## src/sv/ngar_pkg.sv

```systemverilog
// ngar_pkg: shared types, widths, register indexes and the saturating rejoin
`default_nettype none
package ngar_pkg;

  localparam int SAMPLE_W  = 16;
  localparam int GAIN_FRAC = 16;
  localparam int GAIN_W    = GAIN_FRAC + 8;
  localparam int ELAPSED_W = 17;
  localparam int RAMP_W    = 16;
  localparam int THRESH_W  = 15;
  localparam int CFG_W     = 16;
  localparam int CFG_IDX_W = 2;
  localparam int DVD_W     = ELAPSED_W + GAIN_FRAC;
  localparam int DIV_CNT_W = $clog2(DVD_W + 1);
  localparam int PROD_W    = SAMPLE_W + GAIN_W;
  localparam int SCALED_W  = PROD_W - GAIN_FRAC;

  typedef logic signed [SAMPLE_W-1:0] sample_t;

  typedef enum logic [1:0] {
    MODE_BYPASS  = 2'd0,
    MODE_ATTACK  = 2'd1,
    MODE_ACTIVE  = 2'd2,
    MODE_RELEASE = 2'd3
  } mode_t;

  localparam logic [CFG_IDX_W-1:0] REG_THRESHOLD = CFG_IDX_W'(0);
  localparam logic [CFG_IDX_W-1:0] REG_ATTACK    = CFG_IDX_W'(1);
  localparam logic [CFG_IDX_W-1:0] REG_RELEASE   = CFG_IDX_W'(2);

  localparam logic [THRESH_W-1:0]  THRESHOLD_RESET = THRESH_W'(10000);
  localparam logic [RAMP_W-1:0]    ATTACK_RESET    = RAMP_W'(2205);
  localparam logic [RAMP_W-1:0]    RELEASE_RESET   = RAMP_W'(2205);
  localparam logic [ELAPSED_W-1:0] ELAPSED_MAX     = {ELAPSED_W{1'b1}};

  // sign and magnitude back to a saturated two's complement sample
  function automatic logic [SAMPLE_W-1:0] join_sat(input logic neg,
                                                   input logic [SCALED_W-1:0] mag);
    logic [SCALED_W-1:0] lim;
    logic [SCALED_W-1:0] m;
    logic [SAMPLE_W-1:0] r;
    lim = SCALED_W'(1) << (SAMPLE_W - 1);
    if (neg) begin
      m = (mag > lim) ? lim : mag;
      r = ~m[SAMPLE_W-1:0] + SAMPLE_W'(1);
    end else begin
      m = (mag > lim - SCALED_W'(1)) ? lim - SCALED_W'(1) : mag;
      r = m[SAMPLE_W-1:0];
    end
    return r;
  endfunction

endpackage
`default_nettype wire

```

## src/sv/ngar_if.sv

```systemverilog
// ngar_if: valid/ready channels for stereo sample words and gated result words
`default_nettype none
interface ngar_in_if;
  logic                     valid;
  logic                     ready;
  ngar_pkg::sample_t        left_sample;
  ngar_pkg::sample_t        right_sample;

  modport source (output valid, output left_sample, output right_sample, input ready);
  modport sink   (input valid, input left_sample, input right_sample, output ready);
endinterface

interface ngar_out_if;
  logic                     valid;
  logic                     ready;
  ngar_pkg::sample_t        left_out;
  ngar_pkg::sample_t        right_out;
  logic [1:0]               gate_mode;

  modport source (output valid, output left_out, output right_out, output gate_mode,
                  input ready);
  modport sink   (input valid, input left_out, input right_out, input gate_mode,
                  output ready);
endinterface
`default_nettype wire

```

## src/sv/ngar_div.sv

```systemverilog
// ngar_div: radix-2 restoring divider for the ramp gain, one quotient bit per cycle
`default_nettype none
module ngar_div (
  input  wire logic                          clk,
  input  wire logic                          rst,
  input  wire logic                          start,
  input  wire logic [ngar_pkg::ELAPSED_W-1:0] num,
  input  wire logic [ngar_pkg::RAMP_W-1:0]   den,
  output logic                               done,
  output logic [ngar_pkg::GAIN_W-1:0]        gain
);

  logic [ngar_pkg::DVD_W-1:0]     dvd;
  logic [ngar_pkg::DVD_W-1:0]     quot;
  logic [ngar_pkg::RAMP_W-1:0]    rem;
  logic [ngar_pkg::RAMP_W-1:0]    den_r;
  logic [ngar_pkg::DIV_CNT_W-1:0] cnt;
  logic                           busy;
  logic [ngar_pkg::RAMP_W:0]      rem_sh;
  logic                           ge;

  assign rem_sh = {rem, dvd[ngar_pkg::DVD_W-1]};
  assign ge     = rem_sh >= {1'b0, den_r};

  always_ff @(posedge clk) begin
    if (rst) begin
      busy <= 1'b0;
      done <= 1'b0;
      cnt  <= '0;
    end else begin
      done <= 1'b0;
      if (start) begin
        busy  <= 1'b1;
        cnt   <= ngar_pkg::DIV_CNT_W'(ngar_pkg::DVD_W);
        dvd   <= {num, {ngar_pkg::GAIN_FRAC{1'b0}}};
        den_r <= den;
        rem   <= '0;
        quot  <= '0;
      end else if (busy) begin
        dvd  <= {dvd[ngar_pkg::DVD_W-2:0], 1'b0};
        quot <= {quot[ngar_pkg::DVD_W-2:0], ge};
        rem  <= ge ? ngar_pkg::RAMP_W'(rem_sh - {1'b0, den_r})
                   : rem_sh[ngar_pkg::RAMP_W-1:0];
        cnt  <= cnt - ngar_pkg::DIV_CNT_W'(1);
        if (cnt == ngar_pkg::DIV_CNT_W'(1)) begin
          busy <= 1'b0;
          done <= 1'b1;
        end
      end
    end
  end

  // gain clamps at its top code
  assign gain = (|quot[ngar_pkg::DVD_W-1:ngar_pkg::GAIN_W]) ? {ngar_pkg::GAIN_W{1'b1}}
                                                            : quot[ngar_pkg::GAIN_W-1:0];

endmodule
`default_nettype wire

```

## src/sv/ngar_scale.sv

```systemverilog
// ngar_scale: registered magnitude-by-gain product and saturating sign restore
`default_nettype none
module ngar_scale (
  input  wire logic                         clk,
  input  wire logic                         load,
  input  wire logic                         neg,
  input  wire logic [ngar_pkg::SAMPLE_W-1:0] mag,
  input  wire logic [ngar_pkg::GAIN_W-1:0]  gain,
  output logic [ngar_pkg::SAMPLE_W-1:0]     scaled
);

  logic [ngar_pkg::PROD_W-1:0] prod;
  logic                        neg_r;

  always_ff @(posedge clk) begin
    if (load) begin
      prod  <= ngar_pkg::PROD_W'(mag) * ngar_pkg::PROD_W'(gain);
      neg_r <= neg;
    end
  end

  assign scaled = ngar_pkg::join_sat(neg_r, prod[ngar_pkg::PROD_W-1:ngar_pkg::GAIN_FRAC]);

endmodule
`default_nettype wire

```

## src/sv/noise_gate_attack_release.sv

```systemverilog
// noise_gate_attack_release: stereo noise gate with attack and release gain ramps
//
// samples (sink) takes one stereo word per handshake; results (source) gives one
// word per input word: gated left, right (passed in bypass, else a copy of left)
// and the gate mode after that word. The config port writes gate threshold (0),
// attack length (1) and release length (2) on cfg_write; other indexes are ignored.
// Bypass and mute words go from accept straight to the done state. Ramp words
// run the gain division through a one-bit-per-cycle divider (33 steps) and then
// the multiply state before the done state; the next word can be taken in the
// cycle after the result is registered. One word is in work at a time;
// samples.ready is high only between words.
// A finished word waits in the result register while results.ready is low;
// the next input word may be accepted meanwhile, and is held before its result
// register load until the previous word is taken.
// Reset (rst, synchronous) returns the gate to bypass, clears the elapsed count
// and the result valid, and reloads threshold 10000 and both ramp lengths 2205.
`default_nettype none
module noise_gate_attack_release (
  input  wire logic                           clk,
  input  wire logic                           rst,
  ngar_in_if.sink                             samples,
  ngar_out_if.source                          results,
  input  wire logic                           cfg_write,
  input  wire logic [ngar_pkg::CFG_IDX_W-1:0] cfg_index,
  input  wire logic [ngar_pkg::CFG_W-1:0]     cfg_data
);

  typedef enum logic [3:0] {
    ST_IDLE = 4'b0001,
    ST_DIV  = 4'b0010,
    ST_MUL  = 4'b0100,
    ST_DONE = 4'b1000
  } state_t;

  state_t                            state;
  ngar_pkg::mode_t                   mode;
  ngar_pkg::mode_t                   mode_next;
  logic [ngar_pkg::ELAPSED_W-1:0]    elapsed;
  logic [ngar_pkg::ELAPSED_W-1:0]    elapsed_next;
  logic [ngar_pkg::THRESH_W-1:0]     threshold;
  logic [ngar_pkg::RAMP_W-1:0]       attack_len;
  logic [ngar_pkg::RAMP_W-1:0]       release_len;

  logic                              accept;
  logic                              neg;
  logic [ngar_pkg::SAMPLE_W-1:0]     mag;
  logic [ngar_pkg::RAMP_W-1:0]       a_eff;
  logic [ngar_pkg::RAMP_W-1:0]       r_eff;
  logic [ngar_pkg::ELAPSED_W-1:0]    num;
  logic [ngar_pkg::RAMP_W-1:0]       den;
  logic                              do_ramp;
  logic [ngar_pkg::SAMPLE_W-1:0]     pass_left;
  logic [ngar_pkg::SAMPLE_W-1:0]     pass_right;

  logic                              lat_neg;
  logic [ngar_pkg::SAMPLE_W-1:0]     lat_mag;
  logic [ngar_pkg::SAMPLE_W-1:0]     res_left;
  logic [ngar_pkg::SAMPLE_W-1:0]     res_right;
  ngar_pkg::mode_t                   res_mode;
  logic                              out_valid;
  logic                              out_free;

  logic                              div_done;
  logic [ngar_pkg::GAIN_W-1:0]       div_gain;
  logic [ngar_pkg::SAMPLE_W-1:0]     scaled;

  assign samples.ready = (state == ST_IDLE);
  assign accept        = samples.valid && samples.ready;
  assign out_free      = !out_valid || results.ready;

  always_comb begin
    logic [ngar_pkg::ELAPSED_W-1:0] e_clr;
    neg        = samples.left_sample[ngar_pkg::SAMPLE_W-1];
    mag        = neg ? ngar_pkg::SAMPLE_W'(-samples.left_sample) : samples.left_sample;
    a_eff      = (attack_len == '0) ? ngar_pkg::RAMP_W'(1) : attack_len;
    r_eff      = (release_len == '0) ? ngar_pkg::RAMP_W'(1) : release_len;
    mode_next  = mode;
    e_clr      = elapsed;
    num        = elapsed;
    den        = r_eff;
    do_ramp    = 1'b0;
    pass_left  = samples.left_sample;
    pass_right = samples.right_sample;
    unique case (mode)
      ngar_pkg::MODE_BYPASS: begin
        if (mag < {1'b0, threshold}) begin
          mode_next = ngar_pkg::MODE_ATTACK;
          e_clr     = '0;
        end
      end
      ngar_pkg::MODE_ATTACK: begin
        do_ramp = 1'b1;
        den     = a_eff;
        num     = (elapsed >= ngar_pkg::ELAPSED_W'(a_eff))
                  ? elapsed - ngar_pkg::ELAPSED_W'(a_eff)
                  : ngar_pkg::ELAPSED_W'(a_eff) - elapsed;
        if (elapsed > ngar_pkg::ELAPSED_W'(a_eff)) mode_next = ngar_pkg::MODE_ACTIVE;
      end
      ngar_pkg::MODE_ACTIVE: begin
        pass_left  = '0;
        pass_right = '0;
        if (mag > {1'b0, threshold}) begin
          mode_next = ngar_pkg::MODE_RELEASE;
          e_clr     = '0;
        end
      end
      ngar_pkg::MODE_RELEASE: begin
        do_ramp = 1'b1;
        if (elapsed > ngar_pkg::ELAPSED_W'(r_eff)) mode_next = ngar_pkg::MODE_BYPASS;
      end
      default: ;
    endcase
    elapsed_next = (e_clr < ngar_pkg::ELAPSED_MAX) ? e_clr + ngar_pkg::ELAPSED_W'(1) : e_clr;
  end

  always_ff @(posedge clk) begin
    if (rst) begin
      threshold   <= ngar_pkg::THRESHOLD_RESET;
      attack_len  <= ngar_pkg::ATTACK_RESET;
      release_len <= ngar_pkg::RELEASE_RESET;
    end else if (cfg_write) begin
      unique case (cfg_index)
        ngar_pkg::REG_THRESHOLD: threshold   <= cfg_data[ngar_pkg::THRESH_W-1:0];
        ngar_pkg::REG_ATTACK:    attack_len  <= cfg_data[ngar_pkg::RAMP_W-1:0];
        ngar_pkg::REG_RELEASE:   release_len <= cfg_data[ngar_pkg::RAMP_W-1:0];
        default: ;
      endcase
    end
  end

  always_ff @(posedge clk) begin
    if (rst) begin
      state     <= ST_IDLE;
      mode      <= ngar_pkg::MODE_BYPASS;
      elapsed   <= '0;
      out_valid <= 1'b0;
    end else begin
      if (state == ST_DONE && out_free) begin
        out_valid <= 1'b1;
      end else if (results.ready) begin
        out_valid <= 1'b0;
      end
      unique case (state)
        ST_IDLE: begin
          if (accept) begin
            mode      <= mode_next;
            elapsed   <= elapsed_next;
            res_mode  <= mode_next;
            res_left  <= pass_left;
            res_right <= pass_right;
            lat_neg   <= neg;
            lat_mag   <= mag;
            state     <= do_ramp ? ST_DIV : ST_DONE;
          end
        end
        ST_DIV: begin
          if (div_done) state <= ST_MUL;
        end
        ST_MUL: begin
          res_left  <= scaled;
          res_right <= scaled;
          state     <= ST_DONE;
        end
        ST_DONE: begin
          if (out_free) begin
            results.left_out  <= res_left;
            results.right_out <= res_right;
            results.gate_mode <= res_mode;
            state             <= ST_IDLE;
          end
        end
        default: state <= ST_IDLE;
      endcase
    end
  end

  assign results.valid = out_valid;

  ngar_div u_div (
    .clk   (clk),
    .rst   (rst),
    .start (accept && do_ramp),
    .num   (num),
    .den   (den),
    .done  (div_done),
    .gain  (div_gain)
  );

  ngar_scale u_scale (
    .clk    (clk),
    .load   (div_done),
    .neg    (lat_neg),
    .mag    (lat_mag),
    .gain   (div_gain),
    .scaled (scaled)
  );

  a_div_done_in_div: assert property (@(posedge clk) disable iff (rst)
    div_done |-> state == ST_DIV)
    else $error("divider finished outside the divide phase");

  a_mul_after_div: assert property (@(posedge clk) disable iff (rst)
    state == ST_MUL |-> $past(state) == ST_DIV)
    else $error("multiply phase not entered from divide phase");

  a_elapsed_steps: assert property (@(posedge clk) disable iff (rst)
    elapsed != $past(elapsed) |->
      elapsed == $past(elapsed) + ngar_pkg::ELAPSED_W'(1) ||
      elapsed == ngar_pkg::ELAPSED_W'(1))
    else $error("elapsed count moved other than by one or restart");

  a_load_when_free: assert property (@(posedge clk) disable iff (rst)
    state == ST_DONE && out_valid && !results.ready |=> out_valid && state == ST_DONE)
    else $error("result register overwritten while stalled");

endmodule
`default_nettype wire

```

## src/flat_wrapper.sv

```systemverilog
// flat-port wrapper written by rule: the top's interface ports become plain ports
module noise_gate_attack_release_flat 
  (clk, rst, cfg_write, cfg_index, cfg_data, samples_valid, samples_left_sample, samples_right_sample, samples_ready, results_valid, results_left_out, results_right_out, results_gate_mode, results_ready);
  ngar_in_if samples_i ();
  ngar_out_if results_i ();
  input  wire logic clk;
  input  wire logic rst;
  input  wire logic cfg_write;
  input  wire logic [ngar_pkg::CFG_IDX_W-1:0] cfg_index;
  input  wire logic [ngar_pkg::CFG_W-1:0] cfg_data;
  input wire logic [$bits(samples_i.valid)-1:0] samples_valid;
  input wire logic [$bits(samples_i.left_sample)-1:0] samples_left_sample;
  input wire logic [$bits(samples_i.right_sample)-1:0] samples_right_sample;
  output wire logic [$bits(samples_i.ready)-1:0] samples_ready;
  output wire logic [$bits(results_i.valid)-1:0] results_valid;
  output wire logic [$bits(results_i.left_out)-1:0] results_left_out;
  output wire logic [$bits(results_i.right_out)-1:0] results_right_out;
  output wire logic [$bits(results_i.gate_mode)-1:0] results_gate_mode;
  input wire logic [$bits(results_i.ready)-1:0] results_ready;
  assign samples_i.valid = samples_valid;
  assign samples_i.left_sample = samples_left_sample;
  assign samples_i.right_sample = samples_right_sample;
  assign samples_ready = samples_i.ready;
  assign results_valid = results_i.valid;
  assign results_left_out = results_i.left_out;
  assign results_right_out = results_i.right_out;
  assign results_gate_mode = results_i.gate_mode;
  assign results_i.ready = results_ready;
  noise_gate_attack_release u_core (.clk(clk), .rst(rst), .samples(samples_i), .results(results_i), .cfg_write(cfg_write), .cfg_index(cfg_index), .cfg_data(cfg_data));
endmodule
```

## config.mk

```make
export PLATFORM = sky130hd
export DESIGN_NAME = noise_gate_attack_release_flat
export DESIGN_NICKNAME = d
export VERILOG_FILES = /design/src/sv/ngar_pkg.sv /design/src/sv/ngar_if.sv /design/src/sv/ngar_div.sv /design/src/sv/ngar_scale.sv /design/src/sv/noise_gate_attack_release.sv /design/src/flat_wrapper.sv
export SDC_FILE = /design/constraint.sdc
export NUM_CORES = 2
export LEC_CHECK = 0
export ABC_CLOCK_PERIOD_IN_PS = 7600
export BUFFER_PORTS_ARGS = -buffer_cell sky130_fd_sc_hd__clkbuf_2
export CELL_PAD_IN_SITES_DETAIL_PLACEMENT = 1
export CELL_PAD_IN_SITES_GLOBAL_PLACEMENT = 1
export CORE_MARGIN = 5
export CORE_UTILIZATION = 51
export CTS_CLUSTER_DIAMETER = 60
export CTS_CLUSTER_SIZE = 10
export DETAILED_ROUTE_END_ITERATION = 8
export PLACE_DENSITY = 0.93
export SLEW_MARGIN = 0
export SYNTH_ARGS = -nofsm -noshare
export SYNTH_HDL_FRONTEND = slang
export SYNTH_HIERARCHICAL = 1
export SYNTH_SLANG_ARGS = --single-unit
```

## constraint.sdc

```tcl
create_clock -name clk -period 7.6 [get_ports clk]
set_input_delay 0.76 -clock clk [delete_from_list [all_inputs] [get_ports clk]]
set_output_delay 0.76 -clock clk [all_outputs]
set_load 0.05 [all_outputs]
```

==> summary.txt <==
Die
  • Overall die height: 240 um
  • Die outline area: 0.0574 sq mm
  • Core Rows: 84
  • Number of primary I/O pins: between 90 and 100
  • Core region area: 0.0524 sq mm
  • Die Wd: 240 um
  • Effective utilization at floorplan: around half

Route
  • Vias post-DR: 22800
  • Vias per std cell: 6.34
  • DRC errors left: 0
  • Total Wirelength: 96700 um
  • Initial DRT Pass Iterations: 5
  • DRT iter0 DRCs: 2352
  • ANT nets after route: 0
  • WL/cell: 26.9 um

Synth
  • Commonest register cell after synthesis: sky130_fd_sc_hd__edfxtp_1
  • Fraction of the yosys area taken by sequential cells: between 20% and 30%
  • Syn_area_per_cell: 9.38 sq um
  • Flip-flop and latch count after synthesis: 271
  • Cell types occupying the most area after synthesis: sky130_fd_sc_hd__fa_1 (23%), sky130_fd_sc_hd__edfxtp_1 (21%), sky130_fd_sc_hd__ha_1 (9.0%), sky130_fd_sc_hd__inv_1 (6.4%), sky130_fd_sc_hd__dfxtp_1 (5.9%)
  • Number of warning messages in the yosys log: 6
  • Asr flop ratio synth: 0%
  • Post-Synthesis Cells: 2866
  • Number of nets produced by synthesis: about 3400
  • Area fraction of the dominant cell type after synthesis: 22.9%
  • Cell type with the largest total area after synthesis: sky130_fd_sc_hd__fa_1
  • Count of flip-flops with a built-in enable after synthesis: 192
  • Post-Synthesis Cell Area: 0.0269 sq mm
  • Netlist cell types: 91

STA
  • Upper clock frequency limit: 133 MHz
  • PnR worst setup slack: 0.0971 ns
  • Clock Skew: 0.0283 ns
  • Slew headroom: 19.1%
  • Finish-stage setup viols: 0
  • Final Critical Period: around 7.5 ns
  • Setup TNS: 0 ns
  • Setup repair after global routing missed its margin: true
  • Hold violation total from the final report: 0
  • Slew at the pin closest to its max-slew limit: 1.21 ns
  • Pins over their slew limit: 0
  • Final clock period utilization by the worst path: 98.7%

Clock network
  • Clock tree sinks: 271
  • Clock tree from TritonCTS: done
  • Number of levels in the clock H-tree: 2
  • Maximum count of clock buffers along a single path: 3
  • Total clock buffers created by CTS: 37
  • Clock slew at reported path FFs: 0.06 ns
  • Insertion delay of the later-clocked pin in the worst-skew pair: about 0.56 ns
  • Clk Tree Root Cell: sky130_fd_sc_hd__clkbuf_16
  • Hold buffer count at cts: 0

Finish
  • Layout overhead on the synthesized area: 8.65%
  • Fraction of layout cells with a size suffix above 1: roughly a tenth
  • Core Util, Final: about 56%
  • Number of nets in the layout: between 3000 and 4000
  • Final instance area: 0.0292 sq mm

Critical path
  • Crit Path Class: reg -> reg
  • CP Capture Type: register
  • R2R cell count: 22
  • Arrival @ worst endpoint: just under 8 ns
  • Maximum fanout count along the critical path: 24
  • Cell seen most often among critical-path stages: sky130_fd_sc_hd__fa_1
  • Cells traversed along the worst timing path: nor4_2, nand3_1, buf_4, or2_4, and2_1, fa_1, fa_2, fa_1, fa_1, fa_1, inv_1, fa_1, inv_1, ha_1, a21o_1, a21o_1, a2111oi_4, o221ai_4, a311oi_4, nor4b_1, a211oi_1, xnor2_1
  • Startpoint type of the worst setup path: register
  • Slowest library cell on the worst path: sky130_fd_sc_hd__fa_1
  • Required time worst endpoint: 7.88 ns
  • Largest stage delay, worst path: 0.62 ns

Place
  • Placed instance area: 0.0279 sq mm
  • Final estimated routing congestion in global placement: 0.914
  • Half-perimeter wire length of the detailed placement result: 66900 um
  • PortBufs: 90
  • Post-Place Setup Slack: -0.0369 ns

Flow run
  • Number of maximum-capacitance violations: 0

Min path
  • Worst Hold Depth: 0
  • Kind of path behind the tightest hold check: reg -> reg

Global route
  • Number of antenna violations at the first check in global routing: 1
  • Global-route wire length before repair: 149000 um
  • Number of global-route vias before repair: between 20000 and 30000
  • Pin count of the biggest net entering global routing: 77
  • Remaining global-route overflow: 0
  • GRT Overall Usage: 33.3%

Run status
  • Status: finished, final reports clean
-- worst max-delay path: cells and delay by family, from the launching register on --
kind / cells / cell delay, ns
buf+inv: 3 / 0.33
simple gates: 5 / 1.08
compound gates: 6 / 1.66
xor+xnor: 1 / 0.11
flops: 1 / 0.42
fa+ha+maj: 7 / 3.61
-- area by class of cell --
class                           count  area, sq um
Antenna cell                        2         5.00
Clock buffer                       53         1040
Clock inverter                      9          109
Fill cell                        5857        23200
Inverter                          455         1710
Multi-Input combinational cell   1992        17400
Sequential cell                   271         7350
Tap cell                          688          861
Timing Repair Buffer              129          743
-- through the flow --
step	hold WS (ns)	std cells
after floorplan	0.400	2866
after global placement	0.402	3525
after detailed placement	0.406	3525
after CTS	0.417	3588
after global routing	0.417	3597
final	0.413	3599
-- path summary, 6_finish.rpt --
path / endpoint / slack, ns / startpoint
hold / removal: u_core/results.left_out[1] / 0.41 / u_core/res_left[1]
setup / recovery: u_core/u_scale/prod[39] / 0.1 / u_core/u_div/quot[26]
hold reg to reg: u_core/results.left_out[1] / 0.41 / u_core/res_left[1]
setup reg to reg: u_core/u_scale/prod[39] / 0.1 / u_core/u_div/quot[26]
-- routing by layer --
layer | part of all wire, % | GRT usage, % | vias to the layer above
li1 | - | - | 9383
met1 | 35 | 37.6 | 11500
met2 | 50 | 58.1 | 1428
met3 | 7.9 | 6.46 | 528
met4 | 7.4 | 20.2 | 2
met5 | 0.013 | 0 | -
-- synthesized netlist by cell type (all sizes together) (14+ instances only) --
library cell	count
and3	14
nor3	31
a21o	41
inv	455
nor4	15
o21ai	94
clkbuf	135
dfxtp	79
nand2	400
ha	193
nor2	111
edfxtp	192
a21oi	152
and2	165
nand4	22
a211o	22
fa	308
nand3	32
a22o	33
xor2	14
a211oi	14
nor2b	53
xnor2	52
mux2	17
or2	32
-- repair_timing --
action,CTS,global route
resized for setup,10,24
setup buffers,1,9
setup endpoints to repair,4,16
pin swaps,2,8
-- cells by family (layout without fill, tap and decap cells) --
kind of cell,Yosys count,count (layout),synth area share (%)
AOI/OAI and AO/OA,458,458,11.5
xor gates and xnor gates,66,66,2.15
adders and majority gates,501,501,31.9
buffers and inverters,603,646,8.52
DFF,271,271,27.3
muxes,28,28,1.12
other,0,2,0
and+or+nand+nor,939,939,17.5
-- flip-flops by register name, summed over array words and instances (netlist names), 16 cells and up --
| signal | flops |
|---|---|
| u_core/results.right_out | 16 |
| u_core/release_len | 16 |
| u_core/u_div/dvd | 17 |
| u_core/u_div/den_r | 16 |
| u_core/attack_len | 16 |
| u_core/u_div/quot | 33 |
| u_core/u_div/rem | 16 |
| u_core/res_right | 16 |
| u_core/lat_mag | 16 |
| u_core/results.left_out | 16 |
| u_core/elapsed | 17 |
| u_core/res_left | 16 |
| u_core/u_scale/prod | 24 |
-- layout by cell type (no fill, tap or decap), types with 22 or more instances in the layout --
| cell | synthesis | routed |
|---|---|---|
| sky130_fd_sc_hd__a211o_1 | 22 | 22 |
| sky130_fd_sc_hd__ha_1 | 193 | 189 |
| sky130_fd_sc_hd__o21ai_0 | 87 | 86 |
| sky130_fd_sc_hd__inv_1 | 455 | 454 |
| sky130_fd_sc_hd__a22o_1 | 32 | 32 |
| sky130_fd_sc_hd__buf_4 | 3 | 39 |
| sky130_fd_sc_hd__nor2_1 | 109 | 107 |
| sky130_fd_sc_hd__a21o_1 | 41 | 41 |
| sky130_fd_sc_hd__clkbuf_2 | 0 | 90 |
| sky130_fd_sc_hd__nor2b_1 | 53 | 53 |
| sky130_fd_sc_hd__edfxtp_1 | 192 | 192 |
| sky130_fd_sc_hd__nand2_1 | 393 | 393 |
| sky130_fd_sc_hd__and2_1 | 165 | 165 |
| sky130_fd_sc_hd__fa_1 | 308 | 307 |
| sky130_fd_sc_hd__clkbuf_16 | 0 | 39 |
| sky130_fd_sc_hd__a21oi_1 | 142 | 138 |
| sky130_fd_sc_hd__nand4_1 | 22 | 22 |
| sky130_fd_sc_hd__dfxtp_1 | 79 | 78 |
| sky130_fd_sc_hd__nand3_1 | 31 | 30 |
| sky130_fd_sc_hd__nor3_1 | 30 | 29 |
| sky130_fd_sc_hd__xnor2_1 | 52 | 52 |
Power is not shown: default switching activity piles up to over one toggle a cycle in this logic, so the estimate is an artifact.
